--- src/sfpa_pkg.sv ---
package sfpa_pkg;

  localparam int unsigned BYTE_W              = 8;
  localparam int unsigned SENSOR_W            = 16;
  localparam int unsigned ACT_W               = 4;
  localparam int unsigned OUT_SENSORS         = 10;
  localparam int unsigned SENSOR_IDX_W        = $clog2(OUT_SENSORS);
  localparam int unsigned DEFAULT_NUM_SENSORS = 10;

  // output word: ten sensors, active count, average, padded to whole bytes
  localparam int unsigned OUT_BITS    = OUT_SENSORS * SENSOR_W + ACT_W + SENSOR_W;
  localparam int unsigned OUT_TDATA_W = ((OUT_BITS + 7) / 8) * 8;

  localparam logic [BYTE_W-1:0] START_CODE_RST = 8'h7E;
  localparam logic [BYTE_W-1:0] END_CODE_RST   = 8'hE7;

  localparam int unsigned CFG_IDX_W = 1;
  localparam logic [CFG_IDX_W-1:0] CFG_START_CODE = 1'b0;
  localparam logic [CFG_IDX_W-1:0] CFG_END_CODE   = 1'b1;

  // sequencer strobes into the shared datapath
  typedef struct packed {
    logic clear;     // start of a new frame computation
    logic acc_lo;    // latch low byte of a sensor
    logic acc_hi;    // high byte present, accumulate the sensor
    logic div_load;  // load dividend and clear remainder
    logic div_step;  // one restoring division step
  } dp_ctrl_t;

endpackage

--- src/sfpa_frame_mem.sv ---
module sfpa_frame_mem #(
  parameter int unsigned DEPTH  = 2 * sfpa_pkg::DEFAULT_NUM_SENSORS,
  parameter int unsigned ADDR_W = $clog2(DEPTH)
) (
  input  logic                        clk_i,
  input  logic                        we_i,
  input  logic [ADDR_W-1:0]           waddr_i,
  input  logic [sfpa_pkg::BYTE_W-1:0] wdata_i,
  input  logic                        re_i,
  input  logic [ADDR_W-1:0]           raddr_i,
  output logic [sfpa_pkg::BYTE_W-1:0] rdata_o
);

  logic [sfpa_pkg::BYTE_W-1:0] mem_q [DEPTH];
  logic [sfpa_pkg::BYTE_W-1:0] rdata_q;

  always_ff @(posedge clk_i) begin
    if (we_i) begin
      mem_q[waddr_i] <= wdata_i;
    end
  end

  always_ff @(posedge clk_i) begin
    if (re_i) begin
      rdata_q <= mem_q[raddr_i];
    end
  end

  assign rdata_o = rdata_q;

endmodule

--- src/sfpa_datapath.sv ---
module sfpa_datapath #(
  parameter int unsigned NUM_SENSORS = sfpa_pkg::DEFAULT_NUM_SENSORS
) (
  input  logic                                                 clk_i,
  input  sfpa_pkg::dp_ctrl_t                                   ctrl_i,
  input  logic [sfpa_pkg::BYTE_W-1:0]                          rdata_i,
  output logic [sfpa_pkg::OUT_SENSORS-1:0][sfpa_pkg::SENSOR_W-1:0] sensors_o,
  output logic [sfpa_pkg::ACT_W-1:0]                           act_count_o,
  output logic [sfpa_pkg::SENSOR_W-1:0]                        avg_o
);

  localparam int unsigned CNT_W = $clog2(NUM_SENSORS + 1);
  localparam int unsigned SUM_W = sfpa_pkg::SENSOR_W + CNT_W;

  logic [sfpa_pkg::BYTE_W-1:0]   lo_q;
  logic [CNT_W-1:0]              sidx_q;
  logic [CNT_W-1:0]              cnt_q;
  logic [SUM_W-1:0]              sum_q;
  logic [SUM_W-1:0]              quo_q;
  logic [CNT_W-1:0]              rem_q;
  logic [sfpa_pkg::OUT_SENSORS-1:0][sfpa_pkg::SENSOR_W-1:0] sensor_q;

  logic [sfpa_pkg::SENSOR_W-1:0] word;
  logic                          word_nz;
  logic [CNT_W:0]                rprime;
  logic [SUM_W-1:0]              op_a;
  logic [SUM_W-1:0]              op_b;
  logic                          op_sub;
  logic [SUM_W:0]                add_res;
  logic                          no_borrow;
  logic [CNT_W+3:0]              sidx_ext;
  logic [CNT_W+4:0]              cnt_ext;

  assign word    = {rdata_i, lo_q};
  assign word_nz = (word != '0);
  assign rprime  = {rem_q, quo_q[SUM_W-1]};

  // the one shared adder: accumulate in the sum phase, subtract divisor in the divide phase
  always_comb begin
    if (ctrl_i.div_step) begin
      op_a   = SUM_W'(rprime);
      op_b   = SUM_W'(cnt_q);
      op_sub = 1'b1;
    end else begin
      op_a   = sum_q;
      op_b   = SUM_W'(word);
      op_sub = 1'b0;
    end
  end

  assign add_res   = {1'b0, op_a} + {1'b0, op_b ^ {SUM_W{op_sub}}} + (SUM_W + 1)'(op_sub);
  assign no_borrow = add_res[SUM_W];

  assign sidx_ext = (CNT_W + 4)'(sidx_q);

  always_ff @(posedge clk_i) begin
    if (ctrl_i.clear) begin
      sum_q    <= '0;
      cnt_q    <= '0;
      sidx_q   <= '0;
      sensor_q <= '0;
    end else begin
      if (ctrl_i.acc_lo) begin
        lo_q <= rdata_i;
      end
      if (ctrl_i.acc_hi) begin
        sidx_q <= sidx_q + CNT_W'(1);
        if (word_nz) begin
          sum_q <= add_res[SUM_W-1:0];
          cnt_q <= cnt_q + CNT_W'(1);
        end
        if (sidx_ext < (CNT_W + 4)'(sfpa_pkg::OUT_SENSORS)) begin
          sensor_q[sidx_ext[sfpa_pkg::SENSOR_IDX_W-1:0]] <= word;
        end
      end
    end
  end

  // restoring divider, quotient shifts in where the dividend shifts out
  always_ff @(posedge clk_i) begin
    if (ctrl_i.div_load) begin
      quo_q <= sum_q;
      rem_q <= '0;
    end else if (ctrl_i.div_step) begin
      quo_q <= {quo_q[SUM_W-2:0], no_borrow};
      rem_q <= no_borrow ? add_res[CNT_W-1:0] : rprime[CNT_W-1:0];
    end
  end

  assign cnt_ext     = (CNT_W + 5)'(cnt_q);
  assign act_count_o = (cnt_ext > (CNT_W + 5)'(15)) ? sfpa_pkg::ACT_W'(15)
                                                     : cnt_ext[sfpa_pkg::ACT_W-1:0];
  // no active sensor: divisor is zero, report zero
  assign avg_o       = (cnt_q == '0) ? '0 : quo_q[sfpa_pkg::SENSOR_W-1:0];
  assign sensors_o   = sensor_q;

endmodule

--- src/sensor_frame_parser_average_core.sv ---
// a data byte is accepted while the parser is idle; bytes may come back to back
// a closing end code is followed by a sum phase (frame buffer read port) and a divide
// phase (one shared adder), then the word
// the input is not ready during that sequence; a pending output word delays its start
// reset: asynchronous active low, clears byte count, sequencer, output valid, codes to 0x7E/0xE7
// the frame buffer holds no reset value and needs no clearing pass
module sensor_frame_parser_average_core #(
  parameter int unsigned NUM_SENSORS = sfpa_pkg::DEFAULT_NUM_SENSORS
) (
  input  logic                             clk_i,
  input  logic                             rst_ni,
  // input stream
  input  logic                             s_axis_tvalid,
  output logic                             s_axis_tready,
  input  logic [sfpa_pkg::BYTE_W-1:0]      s_axis_tdata,   // data_byte
  // output stream
  output logic                             m_axis_tvalid,
  input  logic                             m_axis_tready,
  // sensor_0 .. sensor_9, active_count, average_level, zero pad
  output logic [sfpa_pkg::OUT_TDATA_W-1:0] m_axis_tdata,
  // configuration writes
  input  logic                             cfg_we_i,
  input  logic [sfpa_pkg::CFG_IDX_W-1:0]   cfg_idx_i,
  input  logic [sfpa_pkg::BYTE_W-1:0]      cfg_wdata_i
);

  localparam int unsigned FRAME_LEN = 2 * NUM_SENSORS;
  localparam int unsigned ADDR_W    = $clog2(FRAME_LEN);
  localparam int unsigned BCNT_W    = $clog2(FRAME_LEN + 1);
  localparam int unsigned SUM_W     = sfpa_pkg::SENSOR_W + $clog2(NUM_SENSORS + 1);
  localparam int unsigned STEP_MAX  = (FRAME_LEN > SUM_W) ? FRAME_LEN : SUM_W;
  localparam int unsigned STEP_W    = $clog2(STEP_MAX + 1);

  typedef enum logic [3:0] {
    ST_IDLE = 4'b0001,  // taking bytes
    ST_WAIT = 4'b0010,  // frame closed, previous word not yet taken
    ST_ACC  = 4'b0100,  // read buffer, gather sensors and sum
    ST_DIV  = 4'b1000   // average by restoring division
  } state_e;

  state_e                      state_q, state_d;
  logic [STEP_W-1:0]           step_q, step_d;
  logic [BCNT_W-1:0]           bcnt_q, bcnt_d;
  logic                        out_valid_q, out_valid_d;
  logic [sfpa_pkg::BYTE_W-1:0] start_code_q;
  logic [sfpa_pkg::BYTE_W-1:0] end_code_q;

  logic                        in_fire;
  logic                        is_end;
  logic                        full;
  logic                        close_frame;
  logic                        drop_byte;
  logic                        mem_we;
  logic                        mem_re;
  logic [ADDR_W-1:0]           mem_raddr;
  logic [sfpa_pkg::BYTE_W-1:0] mem_rdata;
  sfpa_pkg::dp_ctrl_t          ctrl;

  logic [sfpa_pkg::OUT_SENSORS-1:0][sfpa_pkg::SENSOR_W-1:0] sensors;
  logic [sfpa_pkg::ACT_W-1:0]    act_count;
  logic [sfpa_pkg::SENSOR_W-1:0] avg_level;

  // configuration registers
  always_ff @(posedge clk_i or negedge rst_ni) begin
    if (!rst_ni) begin
      start_code_q <= sfpa_pkg::START_CODE_RST;
      end_code_q   <= sfpa_pkg::END_CODE_RST;
    end else if (cfg_we_i) begin
      unique case (cfg_idx_i)
        sfpa_pkg::CFG_START_CODE: start_code_q <= cfg_wdata_i;
        sfpa_pkg::CFG_END_CODE:   end_code_q   <= cfg_wdata_i;
        default: ;
      endcase
    end
  end

  // byte classification; end code rule wins when both codes match
  assign s_axis_tready = (state_q == ST_IDLE);
  assign in_fire       = s_axis_tvalid & s_axis_tready;
  assign is_end        = (s_axis_tdata == end_code_q);
  assign full          = (bcnt_q == BCNT_W'(FRAME_LEN));
  assign close_frame   = is_end & full;
  assign drop_byte     = !is_end & (s_axis_tdata == start_code_q) & (bcnt_q == '0);
  // bytes past a full buffer are discarded
  assign mem_we        = in_fire & !close_frame & !drop_byte & !full;

  always_comb begin
    bcnt_d = bcnt_q;
    if (in_fire && close_frame) begin
      bcnt_d = '0;
    end else if (mem_we) begin
      bcnt_d = bcnt_q + BCNT_W'(1);
    end
  end

  // sequencer around the shared datapath
  always_comb begin
    state_d     = state_q;
    step_d      = step_q;
    out_valid_d = out_valid_q;
    ctrl        = '0;
    mem_re      = 1'b0;
    mem_raddr   = step_q[ADDR_W-1:0];

    if (m_axis_tvalid && m_axis_tready) begin
      out_valid_d = 1'b0;
    end

    unique case (state_q)
      ST_IDLE: begin
        if (in_fire && close_frame) begin
          step_d = '0;
          if (out_valid_q) begin
            state_d = ST_WAIT;
          end else begin
            state_d    = ST_ACC;
            ctrl.clear = 1'b1;
          end
        end
      end
      ST_WAIT: begin
        if (!out_valid_q) begin
          state_d    = ST_ACC;
          ctrl.clear = 1'b1;
          step_d     = '0;
        end
      end
      ST_ACC: begin
        // read byte at step, its data is seen at the next step
        mem_re      = (step_q < STEP_W'(FRAME_LEN));
        ctrl.acc_lo = step_q[0];
        ctrl.acc_hi = !step_q[0] && (step_q != '0);
        if (step_q == STEP_W'(FRAME_LEN)) begin
          state_d = ST_DIV;
          step_d  = '0;
        end else begin
          step_d = step_q + STEP_W'(1);
        end
      end
      ST_DIV: begin
        ctrl.div_load = (step_q == '0);
        ctrl.div_step = (step_q != '0);
        if (step_q == STEP_W'(SUM_W)) begin
          state_d     = ST_IDLE;
          out_valid_d = 1'b1;
        end else begin
          step_d = step_q + STEP_W'(1);
        end
      end
      default: begin
        state_d = ST_IDLE;
      end
    endcase
  end

  always_ff @(posedge clk_i or negedge rst_ni) begin
    if (!rst_ni) begin
      state_q     <= ST_IDLE;
      step_q      <= '0;
      bcnt_q      <= '0;
      out_valid_q <= 1'b0;
    end else begin
      state_q     <= state_d;
      step_q      <= step_d;
      bcnt_q      <= bcnt_d;
      out_valid_q <= out_valid_d;
    end
  end

  sfpa_frame_mem #(
    .DEPTH  (FRAME_LEN),
    .ADDR_W (ADDR_W)
  ) u_frame_mem (
    .clk_i   (clk_i),
    .we_i    (mem_we),
    .waddr_i (bcnt_q[ADDR_W-1:0]),
    .wdata_i (s_axis_tdata),
    .re_i    (mem_re),
    .raddr_i (mem_raddr),
    .rdata_o (mem_rdata)
  );

  // datapath registers double as the output word; they only change while no word is pending
  sfpa_datapath #(
    .NUM_SENSORS (NUM_SENSORS)
  ) u_datapath (
    .clk_i       (clk_i),
    .ctrl_i      (ctrl),
    .rdata_i     (mem_rdata),
    .sensors_o   (sensors),
    .act_count_o (act_count),
    .avg_o       (avg_level)
  );

  assign m_axis_tvalid = out_valid_q;
  assign m_axis_tdata  = sfpa_pkg::OUT_TDATA_W'({avg_level, act_count, sensors});

`ifndef SYNTHESIS
  // a word appears only at the end of the divide phase
  a_valid_after_div: assert property (@(posedge clk_i) disable iff (!rst_ni)
    $rose(out_valid_q) |-> $past(state_q == ST_DIV))
    else $error("output word raised outside divide phase");

  // the computation never runs over a word still waiting
  a_no_overwrite: assert property (@(posedge clk_i) disable iff (!rst_ni)
    (state_q == ST_ACC || state_q == ST_DIV) |-> !out_valid_q)
    else $error("datapath busy while output word pending");

  // byte count saturates at the frame length
  a_bcnt_range: assert property (@(posedge clk_i) disable iff (!rst_ni)
    bcnt_q <= BCNT_W'(FRAME_LEN))
    else $error("byte count beyond frame length");

  // closing a frame empties the buffer and starts the sequence
  a_close_clears: assert property (@(posedge clk_i) disable iff (!rst_ni)
    (in_fire && close_frame) |=> (bcnt_q == '0) && (state_q != ST_IDLE))
    else $error("frame close did not restart parser");
`endif

endmodule
--- config.mk ---
export PLATFORM = sky130hd
export DESIGN_NAME = sensor_frame_parser_average_core
export DESIGN_NICKNAME = d
export VERILOG_FILES = /design/src/sfpa_pkg.sv /design/src/sfpa_frame_mem.sv /design/src/sfpa_datapath.sv /design/src/sensor_frame_parser_average_core.sv
export SDC_FILE = /design/constraint.sdc
export NUM_CORES = 1
export LEC_CHECK = 0
export ABC_CLOCK_PERIOD_IN_PS = 4600
export BUFFER_PORTS_ARGS = -buffer_cell sky130_fd_sc_hd__buf_4
export CORE_MARGIN = 4
export CORE_UTILIZATION = 40
export CTS_BUF_LIST = sky130_fd_sc_hd__clkbuf_8
export DETAILED_ROUTE_END_ITERATION = 12
export PLACE_DENSITY = 0.69
export SYNTH_ARGS = -nofsm -noshare
export SYNTH_HDL_FRONTEND = slang
export SYNTH_HIERARCHICAL = 1
export SYNTH_SLANG_ARGS = --single-unit
--- constraint.sdc ---
create_clock -name clk_i -period 4.6 [get_ports clk_i]
set_input_delay 0.92 -clock clk_i [delete_from_list [all_inputs] [get_ports clk_i]]
set_output_delay 0.92 -clock clk_i [all_outputs]
set_load 0.05 [all_outputs]
==> impl_metrics.env, run 1 <==
export IMPL_period_needed_ns=4.035
export IMPL_cts_root_buf="clkbuf_8"
export IMPL_synth_edf_count=196
export IMPL_drive_gt1_frac=0.2409
export IMPL_hold_class="in2async"
export IMPL_worstSetupStartpointType="flip-flop"
export IMPL_n_antenna_cell=0
export IMPL_register_area_sq_um=10520
export IMPL_clk_path_buf_depth=3
export IMPL_ys_seq_area_frac=0.5944
export IMPL_num_vias=12800
export IMPL_multi_input_area_sq_um=6626
export IMPL_clk_latency_ns=0.61
export IMPL_end_kind="flip-flop"
export IMPL_placed_cell_area_sq_um=19600
export IMPL_initial_utilization=0.4073
export IMPL_wirelength_um=45900
export IMPL_routedWlPerCell_um=19.00
export IMPL_hold_buffers=0
export IMPL_ctsResizeCount=0
export IMPL_utilization=0.4848
export IMPL_yosys_top_cells_area="edfxtp_1 33%, dfxtp_1 22%, nand2_1 7.8%"
export IMPL_drcViolationCount=0
export IMPL_clk_pin_slew_ns=0.06
export IMPL_clock_skew_ns=0.03206
export IMPL_routabilityCongestion=0.8411
export IMPL_async_reset_ff_frac=0.07399
export IMPL_grt_max_degree=190
export IMPL_grt_pass1_wl_um=70430
export IMPL_ys_flop_type="edfxtp_1"
export IMPL_cp_slowest_stage_delay_ns=0.51
export IMPL_cts_max_level=3
export IMPL_final_common_cell="nand2_1"
export IMPL_fmax_ghz=0.2478
export IMPL_worst_pin_slew_ns=1.159
export IMPL_synth_area_sq_um=17700
export IMPL_setup_viol=0
export IMPL_die_w_um=218.4
export IMPL_cts_sinks=419
export IMPL_antenna_found_initial=0
export IMPL_yosysTopAreaCellShare=0.3325
export IMPL_rsz0062_at_grt="false"
export IMPL_syn_inst=1588
export IMPL_antenna_left=0
export IMPL_rr_endpoint="u_datapath/rem_q[2]"
export IMPL_post_synth_top_area_cell="edfxtp_1"
export IMPL_synth_seq_cells=419
export IMPL_cap_violations=0
export IMPL_stdcell_count=2416
export IMPL_dp_hpwl_um=30040
export IMPL_cts_made_buffers=73
export IMPL_nNetsFinal=1824
export IMPL_maxSlewViolCount=0
export IMPL_crit_slowest_cell="fa_1"
export IMPL_rrSetupSlack_ns=0.56
export IMPL_cp_data_arrival_time_ns=4.56
export IMPL_fin_hold_ws_ns=0.2547
export IMPL_port_buffers=203
export IMPL_p_leak_uw=0.007847
export IMPL_yosysWarningCount=6
export IMPL_grt_overflow=0
export IMPL_final_period_utilization=0.8772
export IMPL_critical_path_required_ns=5.13
export IMPL_io_pins=208
export IMPL_peakVddDrop_uv=297.7
export IMPL_grt_pass1_vias=12400
export IMPL_core_sq_um=43460
export IMPL_syn_area_per_cell_sq_um=11.15
export IMPL_grt_usage=0.1876
export IMPL_finalHoldViolations=0
export IMPL_r2r_start="state_q[3]"
export IMPL_die_height_um=218.4
export IMPL_status="complete, no violations"
export IMPL_worstPathCellList="nor2b_1 > nand2_1 > nor2_4 > buf_4 > mux2_2 > fa_1 > a211oi_2 > o21ai_2 > o311a_4 > o21a_1 > or4_1 > o221ai_1"
export IMPL_die_area_sq_um=47690
export IMPL_post_place_cells=2286
export IMPL_criticalPathCategory="reg2reg"
export IMPL_firstDrtPassIters=8
export IMPL_setup_tns_ns=0
export IMPL_fillers=3875
export IMPL_cp_max_fo=18
export IMPL_mostFrequentLayoutCells="370 x nand2_1, 218 x buf_4, 196 x edfxtp_1"
export IMPL_first_iter_violations=1176
export IMPL_rows=76
export IMPL_worstRegToRegCells=12
export IMPL_powerDensity_nw_per_um2=370.4
export IMPL_synth_cell_types=87
export IMPL_cts_setup_buffers=0
export IMPL_area_growth_pct=19.01
export IMPL_avgViaCountPerCell=5.296
export IMPL_finalInstanceArea_sq_um=21070
export IMPL_slew_headroom=0.2273
export IMPL_cts_tree="yes"
state kept, by name, indices dropped and copies added (netlist names):
| signal | cells |
|---|---|
| u_datapath/quo_q | 20 |
| end_code_q | 8 |
| u_datapath/lo_q | 8 |
| state_q | 4 |
| u_datapath/sidx_q | 4 |
| m_axis_tvalid | 1 |
| u_datapath/cnt_q | 4 |
| u_datapath/sensors_o | 160 |
| u_frame_mem/mem_q | 160 |
| u_datapath/rem_q | 4 |
| u_datapath/sum_q | 20 |
| mem_raddr | 5 |
| start_code_q | 8 |
| bcnt_q | 5 |
| u_frame_mem/rdata_o | 8 |
where the power goes:
group	internal, uW	switching (uW)
clock network	1880	1480
logic	117	200
registers	4040	81.1
how the worst max path moves through the flow:
stage               slack (ns)  cells after the start         start                   to
floorplan                 0.62                     16  mem_raddr[0]  u_datapath/rem_q[2]
global placement          0.74                     12    state_q[3]  u_datapath/rem_q[2]
detailed placement        0.62                     12    state_q[3]  u_datapath/rem_q[1]
CTS                       0.61                     12    state_q[3]  u_datapath/rem_q[2]
global route              0.25                     12    state_q[3]  u_datapath/rem_q[3]
finish                    0.56                     12    state_q[3]  u_datapath/rem_q[2]
critical path: cells and delay by family, from the launching register on:
| family | cells | cell delay, ns |
|---|---|---|
| simple gates | 4 | 1.33 |
| compound gates | 5 | 1.05 |
| fa+ha+maj | 1 | 0.51 |
| flops | 1 | 0.42 |
| mux | 1 | 0.38 |
| buf+inv | 1 | 0.25 |
layout make-up:
type	count	share of cell area
sequential	419	0.4995
multi-input combinational	1047	0.3145
timing repair buffer	219	0.07863
clock buffer	86	0.05618
tap	585	0.03474
clock inverter	44	0.01360
inverter	16	0.002851
synthesized netlist by cell type, types with 23 or more instances:
cell type,count
nand2_1,370
nor2_1,53
xor2_1,23
ha_1,25
dfxtp_1,192
a21oi_1,187
clkbuf_1,84
mux2_2,39
nand3_1,23
edfxtp_1,196
nor2b_1,34
mux2i_1,29
through the flow:
stage | power [uW] | setup slack, ns
finish | 7805 | 0.5648
global route | 8130 | 0.2530
CTS | 7905 | 0.6065
detailed placement | 4518 | 0.6176
global placement | 4498 | 0.7385
floorplan | 4382 | 0.6196
metal layers:
metal / routed length (um) / track usage / vias up
met5: 0 / 0 / -
met4: 1548 / 0.07689 / 0
met3: 3163 / 0.03434 / 82
met2: 21930 / 0.3054 / 483
met1: 19260 / 0.2484 / 6206
li1: - / - / 6025
cell families after synthesis:
| group | share of synthesized area |
|---|---|
| and+or+nand+nor | 0.1527 |
| DFF | 0.5944 |
| AOI/OAI and AO/OA | 0.1001 |
| buffers and inverters | 0.03329 |
| muxes | 0.08425 |
| xor gates and xnor gates | 0.01633 |
| adders and majority gates | 0.01880 |
| other | 0.0002118 |
No activity file was read; power rests on OpenSTA's default activity.
==> inputs of run 2 (changes only) <==
--- a/config.mk
+++ b/config.mk
@@ -12,6 +12,7 @@
 export CTS_BUF_LIST = sky130_fd_sc_hd__clkbuf_8
 export DETAILED_ROUTE_END_ITERATION = 12
 export PLACE_DENSITY = 0.69
+export RECOVER_POWER = 100
 export SYNTH_ARGS = -nofsm -noshare
 export SYNTH_HDL_FRONTEND = slang
 export SYNTH_HIERARCHICAL = 1
==> run 2 against run 1 <==
  * The run now ends with max-capacitance violations, max-slew violations left
  * Global-route usage is the same
  * Sequential share of layout area grew 2.0 points
  * Cell area shrank 3.8%
  * Sequential cell count is the same
  * Combinational power shrank 2%
  * Wire length grew 1.2%
  * Register-to-register slack lost 0.11 ns
  * Clock-buffer cell count is the same
  * First-iteration DRC count shrank 5.6%
  * Non-clock buffer count is the same
  * Sequential power is essentially flat
  * Utilization shrank 1.8 points
  * Critical path type unchanged
==> impl_metrics.env, run 2 (same netlist as run 1, synthesis figures left out) <==
export IMPL_finalHoldViolations=0
export IMPL_fin_ws_ns=0.4583
export IMPL_worst_pin_slew_ns=1.854
export IMPL_end_kind="flip-flop"
export IMPL_p_leak_uw=0.006984
export IMPL_cp_slowest_stage_delay_ns=0.50
export IMPL_cts_max_level=3
export IMPL_wirelength_um=46470
export IMPL_min_to="u_datapath/sensors_o[113]"
export IMPL_core_sq_um=43460
export IMPL_cts_made_buffers=73
export IMPL_setup_tns_ns=0
export IMPL_grt_pass1_vias=12400
export IMPL_grt_usage=0.1876
export IMPL_rsz0062_at_grt="false"
export IMPL_hold_buffers=0
export IMPL_die_area_sq_um=47690
export IMPL_clock_skew_ns=0.03321
export IMPL_violations="max-capacitance violations, max-slew violations"
export IMPL_routedWlPerCell_um=19.24
export IMPL_antenna_left=0
export IMPL_cap_violations=2
export IMPL_setup_viol=0
export IMPL_worstPathCellList="nor2b_1 > nand2_1 > nor2_4 > buf_4 > mux2_2 > fa_1 > a211oi_1 > o21ai_0 > o311a_4 > o21a_1 > or4_1 > o221ai_1"
export IMPL_grt_max_degree=190
export IMPL_powerDensity_nw_per_um2=385.1
export IMPL_slew_headroom=-0.2359
export IMPL_grt_pass1_wl_um=70430
export IMPL_cts_tree="yes"
export IMPL_maxSlewViolCount=65
export IMPL_io_pins=208
export IMPL_firstDrtPassIters=6
export IMPL_nNetsFinal=1824
export IMPL_crit_slowest_cell="fa_1"
export IMPL_routabilityCongestion=0.8411
export IMPL_n_antenna_cell=0
export IMPL_criticalPathCategory="reg2reg"
export IMPL_fmax_ghz=0.2414
export IMPL_antenna_found_initial=0
export IMPL_clk_latency_ns=0.61
export IMPL_finalInstanceArea_sq_um=20260
export IMPL_cts_sinks=419
export IMPL_clk_pin_slew_ns=0.06
export IMPL_clk_path_buf_depth=3
export IMPL_mostFrequentLayoutCells="370 x nand2_1, 197 x clkbuf_1, 196 x edfxtp_1"
export IMPL_rrSetupSlack_ns=0.46
export IMPL_die_height_um=218.4
export IMPL_final_common_cell="nand2_1"
export IMPL_drive_gt1_frac=0.1262
export IMPL_cts_root_buf="clkbuf_8"
export IMPL_cp_data_arrival_time_ns=4.66
export IMPL_hp_start="u_datapath/sensors_o[113]"
export IMPL_first_iter_violations=1110
export IMPL_port_buffers=203
export IMPL_r2r_start="state_q[3]"
export IMPL_ctsResizeCount=0
export IMPL_num_vias=12790
export IMPL_grt_overflow=0
export IMPL_placed_cell_area_sq_um=19600
export IMPL_critical_path_required_ns=5.12
export IMPL_drcViolationCount=0
export IMPL_dp_hpwl_um=30040
export IMPL_area_growth_pct=14.48
export IMPL_avgViaCountPerCell=5.295
export IMPL_period_needed_ns=4.142
export IMPL_die_w_um=218.4
export IMPL_initial_utilization=0.4073
export IMPL_final_period_utilization=0.9004
export IMPL_rr_endpoint="u_datapath/rem_q[2]"
export IMPL_peakVddDrop_uv=297.9
export IMPL_worstRegToRegCells=12
export IMPL_rows=76
export IMPL_worstSetupStartpointType="flip-flop"
export IMPL_status="finished, violations left"
export IMPL_pre_cts_ws_ns=0.6176
export IMPL_hold_class="reg2reg"
export IMPL_hold_depth=2
export IMPL_cp_max_fo=18
export IMPL_cts_setup_buffers=0
-- run 2: area by class of cell --
type,instances,area (sq um)
timing repair buffer,219,917.1
multi-input combinational,1047,6563
clock buffer,86,1184
clock inverter,44,286.5
inverter,16,60.06
tap,585,732.0
sequential,419,10520
fill,4091,23190
-- run 2: power by group --
| part | switching [uW] | total, uW | internal (uW) |
|---|---|---|---|
| sequential | 82.0 | 4130 | 4040 |
| clock | 1490 | 3360 | 1880 |
| combinational | 200 | 312 | 111 |
-- run 2: per-layer routing --
metal,part of all wire,GRT usage,up-vias
met1,0.43,0.2484,6221
met5,0,0,-
met2,0.47,0.3054,464
li1,-,-,6024
met3,0.065,0.03434,83
met4,0.031,0.07689,0
-- run 2: critical path, delay by kind of cell, from the launching register on --
family | cells | cell delay [ns]
AND/OR/NAND/NOR | 4 | 1.34
multiplexers | 1 | 0.38
buffers and inverters | 1 | 0.25
AO/OA/AOI/OAI | 5 | 1.20
flip-flops | 1 | 0.39
adder cells (fa/ha/maj) | 1 | 0.50
-- run 2: metrics by stage --
| stage | hold WS [ns] | instances | utilization | power (uW) |
|---|---|---|---|---|
| 2_1_floorplan | 0.4434 | 1591 | - | 4382 |
| 3_3_place_gp | 0.4441 | 2286 | 0.4510 | 4498 |
| 3_5_place_dp | 0.4476 | 2286 | 0.4510 | 4518 |
| 4_1_cts | 0.2130 | 2416 | 0.4848 | 7905 |
| 5_1_grt | 0.4702 | 2416 | 0.4663 | 8124 |
| 6_report | 0.4535 | 2416 | 0.4663 | 7803 |
-- run 2: worst max-delay path by stage --
stage / to / from / cells after the start
4_1_cts: u_datapath/rem_q[2] / state_q[3] / 12
5_1_grt: u_datapath/rem_q[3] / state_q[3] / 12
2_1_floorplan: u_datapath/rem_q[2] / mem_raddr[0] / 16
3_5_place_dp: u_datapath/rem_q[1] / state_q[3] / 12
3_3_place_gp: u_datapath/rem_q[2] / state_q[3] / 12
6_report: u_datapath/rem_q[2] / state_q[3] / 12
